`src/rtl/core/csr_sparse_matrix_vector_multiply_assert.svh`:
```
// assertion macros for the sparse matrix-vector block
// expects i_clk and i_rst_n in the module that uses them
`ifndef CSR_SPARSE_MATRIX_VECTOR_MULTIPLY_ASSERT_SVH
`define CSR_SPARSE_MATRIX_VECTOR_MULTIPLY_ASSERT_SVH

// same-cycle implication
`define CSMV_ASSERT_NOW(lbl, ante, cons, msg) \
    lbl: assert property (@(posedge i_clk) disable iff (!i_rst_n) (ante) |-> (cons)) \
        else $error(msg);

// next-cycle implication
`define CSMV_ASSERT_NEXT(lbl, ante, cons, msg) \
    lbl: assert property (@(posedge i_clk) disable iff (!i_rst_n) (ante) |=> (cons)) \
        else $error(msg);

`endif

```
`src/rtl/core/csmv_pkg.sv`:
```
// shared types and constants for the sparse matrix-vector block
// no dependencies
package csmv_pkg;

    localparam int DATA_W           = 32;
    localparam int SUM_W            = 64;
    localparam int ROW_W            = 16;
    localparam int POS_W            = 10;
    localparam int FUNC_W           = 2;
    localparam int POS_EXT_W        = 17;
    localparam int VECTOR_DEPTH_DEF = 1024;

    localparam logic [FUNC_W-1:0] FUNC_LOAD    = 2'd0;
    localparam logic [FUNC_W-1:0] FUNC_NONZERO = 2'd1;
    localparam logic [FUNC_W-1:0] FUNC_EMPTY   = 2'd2;

    // request after the vector store read has been issued
    typedef struct packed {
        logic                     valid;
        logic                     empty_row;
        logic                     row_end;
        logic                     in_range;
        logic signed [DATA_W-1:0] data;
    } t_s1;

    // request after the multiply
    typedef struct packed {
        logic                    valid;
        logic                    empty_row;
        logic                    row_end;
        logic signed [SUM_W-1:0] prod;
    } t_s2;

endpackage

```
`src/rtl/core/csmv_mac.sv`:
```
// multiply, saturating row accumulate and output register
// depends on csmv_pkg and the assertion macro header
`include "csr_sparse_matrix_vector_multiply_assert.svh"

module csmv_mac (
    input  logic                             i_clk,
    input  logic                             i_rst_n,
    input  csmv_pkg::t_s1                    i_s1,
    input  logic [csmv_pkg::DATA_W-1:0]      i_entry,
    input  logic                             i_out_stall,
    output logic                             o_adv,
    output logic                             o_out_valid,
    output logic signed [csmv_pkg::SUM_W-1:0] o_row_sum,
    output logic [csmv_pkg::ROW_W-1:0]       o_row_number
);

    localparam int SW = csmv_pkg::SUM_W;

    csmv_pkg::t_s2 r_s2, n_s2;
    logic signed [SW-1:0] r_acc, n_acc;
    logic [csmv_pkg::ROW_W-1:0] r_count, n_count;
    logic r_out_valid, n_out_valid;
    logic signed [SW-1:0] r_row_sum, n_row_sum;
    logic [csmv_pkg::ROW_W-1:0] r_row_number, n_row_number;

    logic signed [csmv_pkg::DATA_W-1:0] entry_s;
    logic signed [SW-1:0] sum_raw, sum_sat;
    logic adv, ovf, emit;

    assign adv = !(r_out_valid && i_out_stall);

    // out-of-range columns read as zero
    assign entry_s = i_s1.in_range ? $signed(i_entry) : '0;

    always_comb begin
        n_s2 = r_s2;
        if (adv) begin
            n_s2.valid     = i_s1.valid;
            n_s2.empty_row = i_s1.empty_row;
            n_s2.row_end   = i_s1.row_end;
            n_s2.prod      = i_s1.data * entry_s;
        end
    end

    // overflow when both addends share a sign the sum does not
    assign sum_raw = r_acc + r_s2.prod;
    assign ovf     = (r_acc[SW-1] == r_s2.prod[SW-1]) && (sum_raw[SW-1] != r_acc[SW-1]);
    always_comb begin
        sum_sat = sum_raw;
        if (ovf) begin
            sum_sat = r_s2.prod[SW-1] ? {1'b1, {(SW-1){1'b0}}} : {1'b0, {(SW-1){1'b1}}};
        end
    end

    assign emit = adv && r_s2.valid && (r_s2.empty_row || r_s2.row_end);

    always_comb begin
        n_acc        = r_acc;
        n_count      = r_count;
        n_out_valid  = r_out_valid;
        n_row_sum    = r_row_sum;
        n_row_number = r_row_number;
        if (adv) begin
            n_out_valid = emit;
            if (r_s2.valid) begin
                if (r_s2.empty_row) begin
                    n_row_sum = '0;
                end else if (r_s2.row_end) begin
                    n_row_sum = sum_sat;
                    n_acc     = '0;
                end else begin
                    n_acc = sum_sat;
                end
                if (emit) begin
                    n_row_number = r_count;
                    n_count      = r_count + 1'b1;
                end
            end
        end
    end

    always_ff @(posedge i_clk) begin
        if (!i_rst_n) begin
            r_s2.valid  <= 1'b0;
            r_acc       <= '0;
            r_count     <= '0;
            r_out_valid <= 1'b0;
        end else begin
            r_s2.valid  <= n_s2.valid;
            r_acc       <= n_acc;
            r_count     <= n_count;
            r_out_valid <= n_out_valid;
        end
        r_s2.empty_row <= n_s2.empty_row;
        r_s2.row_end   <= n_s2.row_end;
        r_s2.prod      <= n_s2.prod;
        r_row_sum      <= n_row_sum;
        r_row_number   <= n_row_number;
    end

    assign o_adv        = adv;
    assign o_out_valid  = r_out_valid;
    assign o_row_sum    = r_row_sum;
    assign o_row_number = r_row_number;

    `CSMV_ASSERT_NEXT(a_stall_holds_acc, r_out_valid && i_out_stall, r_acc == $past(r_acc), "accumulator moved during output stall")
    `CSMV_ASSERT_NEXT(a_emit_counts, emit, r_count == $past(r_count) + 1'b1 && r_out_valid, "row counter did not follow an emitted row")
    `CSMV_ASSERT_NEXT(a_row_end_clears, adv && r_s2.valid && !r_s2.empty_row && r_s2.row_end, r_acc == '0, "accumulator not cleared after row end")

endmodule

```
`config.mk`:
```
export PLATFORM = sky130hd
export DESIGN_NAME = csmv_mac
export DESIGN_NICKNAME = d
export VERILOG_FILES = /design/src/rtl/core/csmv_pkg.sv /design/src/rtl/core/csmv_mac.sv
export VERILOG_INCLUDE_DIRS = /design/src /design/src/rtl/core
export SDC_FILE = /design/constraint.sdc
export NUM_CORES = 2
export LEC_CHECK = 0
export ABC_AREA = 1
export BUFFER_PORTS_ARGS = -buffer_cell sky130_fd_sc_hd__buf_4
export CORE_UTILIZATION = 35
export DETAILED_ROUTE_END_ITERATION = 7
export PLACE_DENSITY = 0.53
export SYNTH_ARGS = -nofsm -noshare
export SYNTH_HDL_FRONTEND = slang
export SYNTH_SLANG_ARGS = --single-unit
```
`constraint.sdc`:
```
create_clock -name i_clk -period 9.32 [get_ports i_clk]
set_input_delay 0.932 -clock i_clk [delete_from_list [all_inputs] [get_ports i_clk]]
set_output_delay 0.932 -clock i_clk [all_outputs]
set_load 0.05 [all_outputs]
```
[Word level (Yosys, flattened, before mapping)]
Index checks and enable logic that the tools add are counted.
Storage, ports and cells
  logic and storage cells: 31
  output and inout port bits: 82
  input port bits: 71
  flip-flop bits (word level): 228
Cells by class
  add/sub/neg operators: 2
  $mul: 1
  equality and inequality tests: 2
  reductions and logical operators: 10
  bitwise operators: 2
  mux-type cells: 5
Operator list (count)
  two-way mux 64 bit: 4
  adder 64 bit: 1
  multiplier 32 x 32 -> 64 bit: 1
  two-way mux 32 bit: 1
  adder 16 x 1 -> 16 bit (second input constant): 1
  AND reduction 3 bit: 3
  logical AND 1 bit: 4
  NOT 1 bit: 2
  nonzero test 2 bit: 1
  == test 1 bit: 1
  logical NOT 1 bit: 1
  logical OR 1 bit: 1
  inequality test 1 bit: 1

[Longest topological paths before layout]
  depth in word-level cells: 5
  gate-level depth with buffers: 35
  gate-level depth less buffers: 31

[Least setup slack after synthesis]
OpenSTA, ideal clock, no wires.
  path kind: input to register
  from: input port i_s1[32] (netlist name)
  to: register r_s2[63] (netlist name) (data pin)
  setup time: 253 ps
  required time: 9067 ps
  buffers on the path: 2
  arrival time: 8107 ps
  path slack: 960 ps
  stages: 28
  cells stage by stage: clkbuf_1 clkbuf_1 nand2_1 nor2_1 fa_1 inv_1 fa_1 fa_1 inv_1 fa_1 inv_1 fa_1 inv_1 fa_1 inv_1 fa_1 inv_1 fa_1 ha_1 a21o_1 a21oi_1 nor2_1 nor2_1 nor2_1 nor3_1 nand2_1 nand3_1 nand2_1
On the way
  cells in the longest elaborated chain, start to end: 2
Ends and longest elaborated chain
  from (decl): line csmv_mac.sv:8  | input csmv_pkg::t_s1 i_s1,
  two-way mux 32 bit: line csmv_mac.sv:33  | assign entry_s = i_s1.in_range ? $signed(i_entry) : '0;
  multiplier 32 x 32 -> 64 bit: line csmv_mac.sv:41  | n_s2.prod = i_s1.data * entry_s;
  to (decl): line csmv_mac.sv:19  | csmv_pkg::t_s2 r_s2, n_s2;
Every way passes these cells.
A chain may end at the register's enable or synchronous reset.

[Worst setup path in the final report]
  from: input port i_s1[32] (netlist name)
  to: register r_s2[57] (netlist name) (data pin)
The elaborated chain is that of the path after synthesis.

==> impl_metrics.env <==
export IMPL_layout_setup_ws_ns=0.667
export IMPL_design_die_area_um2=145000
export IMPL_cap_violations=0
export IMPL_place_hpwl_mm=151
export IMPL_crit_family="adder cells"
export IMPL_syn_num_nets=7640
export IMPL_cp_required_ns=9.60
export IMPL_endpoint_kind="flip-flop"
export IMPL_synthToLayoutAreaGrowth_pct=8.99
export IMPL_first_pass_iters=6
export IMPL_path_cells="buf_4, nand2_1, inv_1, buf_4, nand2_1, fa_1, fa_1, fa_1, fa_1, inv_1, fa_1, fa_1, fa_1, fa_1, ha_1, nand2_1, nor2_1, inv_1, nor3_1, a21oi_1, o21ai_1, xor2_1"
export IMPL_pre_cts_ws_ns=0.149
export IMPL_grt_max_degree=70
export IMPL_mostFrequentLayoutCell="inv_1"
export IMPL_clk_pin_slew_ns=0.06
export IMPL_path_class="input port to flip-flop"
export IMPL_finalHoldViolations=0
export IMPL_critPathBufInv=5
export IMPL_drc=0
export IMPL_worstHoldPathType="flip-flop to flip-flop"
export IMPL_cp_slowest_cell="fa_1"
export IMPL_ys_seq_area_share_pct=12.0
export IMPL_port_buffers=152
export IMPL_async_reset_ff_share_pct=0
export IMPL_antenna_found_initial=3
export IMPL_insertion_delay_ns=0.56
export IMPL_grt_pass1_vias=43400
export IMPL_grt_usage_pct=24.8
export IMPL_wl_per_cell_um=21.6
export IMPL_synthCells=6237
export IMPL_ctsHoldBuffers=0
export IMPL_finalNonFillerCells=8238
export IMPL_yosys_cell_types_count=46
export IMPL_grt_setup_unrepaired="false"
export IMPL_slew_viol_final=0
export IMPL_vias_per_cell=4.96
export IMPL_drt_iter0_markers=3049
export IMPL_drive_gt1_share_pct=6.86
export IMPL_core_area_um2=142000
export IMPL_tns_ns=0
export IMPL_yosys_area_top_type_share_pct=43.3
export IMPL_syn_area_um2=50100
export IMPL_fillCellCount=14700
export IMPL_clockBufferDepth=3
export IMPL_initial_core_util_pct=35.4
export IMPL_syn_mean_instance_area_um2=8.04
export IMPL_synth_ff_type="edfxtp_1"
export IMPL_cts_tree="yes"
export IMPL_cts_resized=0
export IMPL_path_common_cell="fa_1"
export IMPL_crit_arrival_ns=8.93
export IMPL_wirelength_mm=178
export IMPL_final_cell_mix="inv_1 (1,439), nand2_1 (1,358), fa_1 (1,084)"
export IMPL_final_util_pct=38.5
export IMPL_io_pins=153
export IMPL_start_kind="input port"
export IMPL_worstMarginPinSlew_ns=1.01
export IMPL_overflow=0
export IMPL_nNetsFinal=7730
export IMPL_synth_top_cell_by_area="fa_1"
export IMPL_cts_htree_levels=1
export IMPL_finalCriticalPeriod_ns=8.65
export IMPL_synth_area_leaders="fa_1 (43%), inv_1 (11%), nand2_1 (10%)"
export IMPL_post_place_cells=8191
export IMPL_synth_edf_count=146
export IMPL_gp_congestion=0.976
export IMPL_cts_setup_buffers=0
export IMPL_setup_viol=0
export IMPL_path_max_fanout=26
export IMPL_ys_warn_count=0
export IMPL_status="finished, final reports clean"
export IMPL_min_period_over_period_pct=92.8
export IMPL_row_count=138
export IMPL_cts_root_buf="clkbuf_16"
export IMPL_grt_first_pass_wirelength_mm=271
export IMPL_die_h_um=380
export IMPL_vias=40800
export IMPL_fmax_mhz=116
export IMPL_cts_sinks=228
export IMPL_ant_nets=0
export IMPL_cts_buffers=24
export IMPL_slew_headroom_pct=32.9
export IMPL_ys_ff_latch=228
export IMPL_die_x_um=380
export IMPL_slowest_delay_ns=0.57
export IMPL_clock_skew_ns=0.0249
## kinds of logic after synthesis
group	Yosys count	synth area share [%]
buffers and inverters	1692	12.7
AND/OR/NAND/NOR	2539	20.5
AO/OA/AOI/OAI	380	4.12
flip-flops	228	12.0
XOR/XNOR	66	1.15
adder cells (fa/ha/maj)	1332	49.5
## synthesized netlist by cell type (3+ instances only)
library cell and n:
a21boi_0 4, a21o_1 8, a21oi_1 221, a31oi_1 15
and3_1 7, buf_1 18, buf_2 20, clkbuf_1 180
clkinv_1 22, dfxtp_1 82, edfxtp_1 146, fa_1 1084
ha_1 248, inv_1 1441, inv_2 11, nand2_1 1358
nand2_2 30, nand3_1 198, nand3_2 12, nand3b_1 4
nand4_1 28, nor2_1 821, nor2_2 36, nor3_1 21
nor3_2 3, nor4_1 9, o21a_1 6, o21ai_0 87
o21ai_1 9, o21ai_2 3, o21bai_1 20, or2_2 4
xnor2_1 21, xor2_1 45
## cell type report
type                    count  area, um2  share of cell area (%)
clock inverters            13        173                   0.316
multi-input cells        4317      37800                    69.1
repair buffers            282       2130                    3.90
inverters                1474       5530                    10.1
diodes                      3       7.51                  0.0137
flip-flops and latches    228       6030                    11.0
clock buffers              31        658                    1.20
well taps                1890       2360                    4.33
## sequential cells by signal, indices dropped and copies added, names as in the netlist
name / count
o_row_sum: 64
r_s2: 67
r_acc: 64
o_row_number: 16
r_count: 16
o_out_valid: 1
## stage by stage
stage          hold WS, ns  cell area (um2)
2_1_floorplan        0.408            50100
3_3_place_gp         0.418            53800
3_5_place_dp         0.414            53800
4_1_cts              0.429            54600
5_1_grt              0.440            54600
6_report             0.428            54600
## path summary, 6_finish.rpt
check                           start                    endpoint  slack, ns  cells after the start
min reg2reg  r_count[14]$_SDFFE_PN0P_  o_row_number[14]$_DFFE_PP_       0.43                      0
max reg2reg        r_s2[41]$_DFFE_PN_      r_acc[34]$_SDFFE_PN0P_       3.47                     20
max                          i_s1[32]          r_s2[57]$_DFFE_PN_       0.67                     22
min          r_count[14]$_SDFFE_PN0P_  o_row_number[14]$_DFFE_PP_       0.43                      0
## metal layers
metal	vias up	track usage [%]	share of wire [%]
li1	18400	-	-
met1	20500	33.9	44
met2	1576	40.1	45
met3	316	3.16	7.1
met4	4	9.43	4.4
met5	-	0	0.013
Power is not shown: default switching activity piles up to over one toggle a cycle in this logic, so the estimate is an artifact.
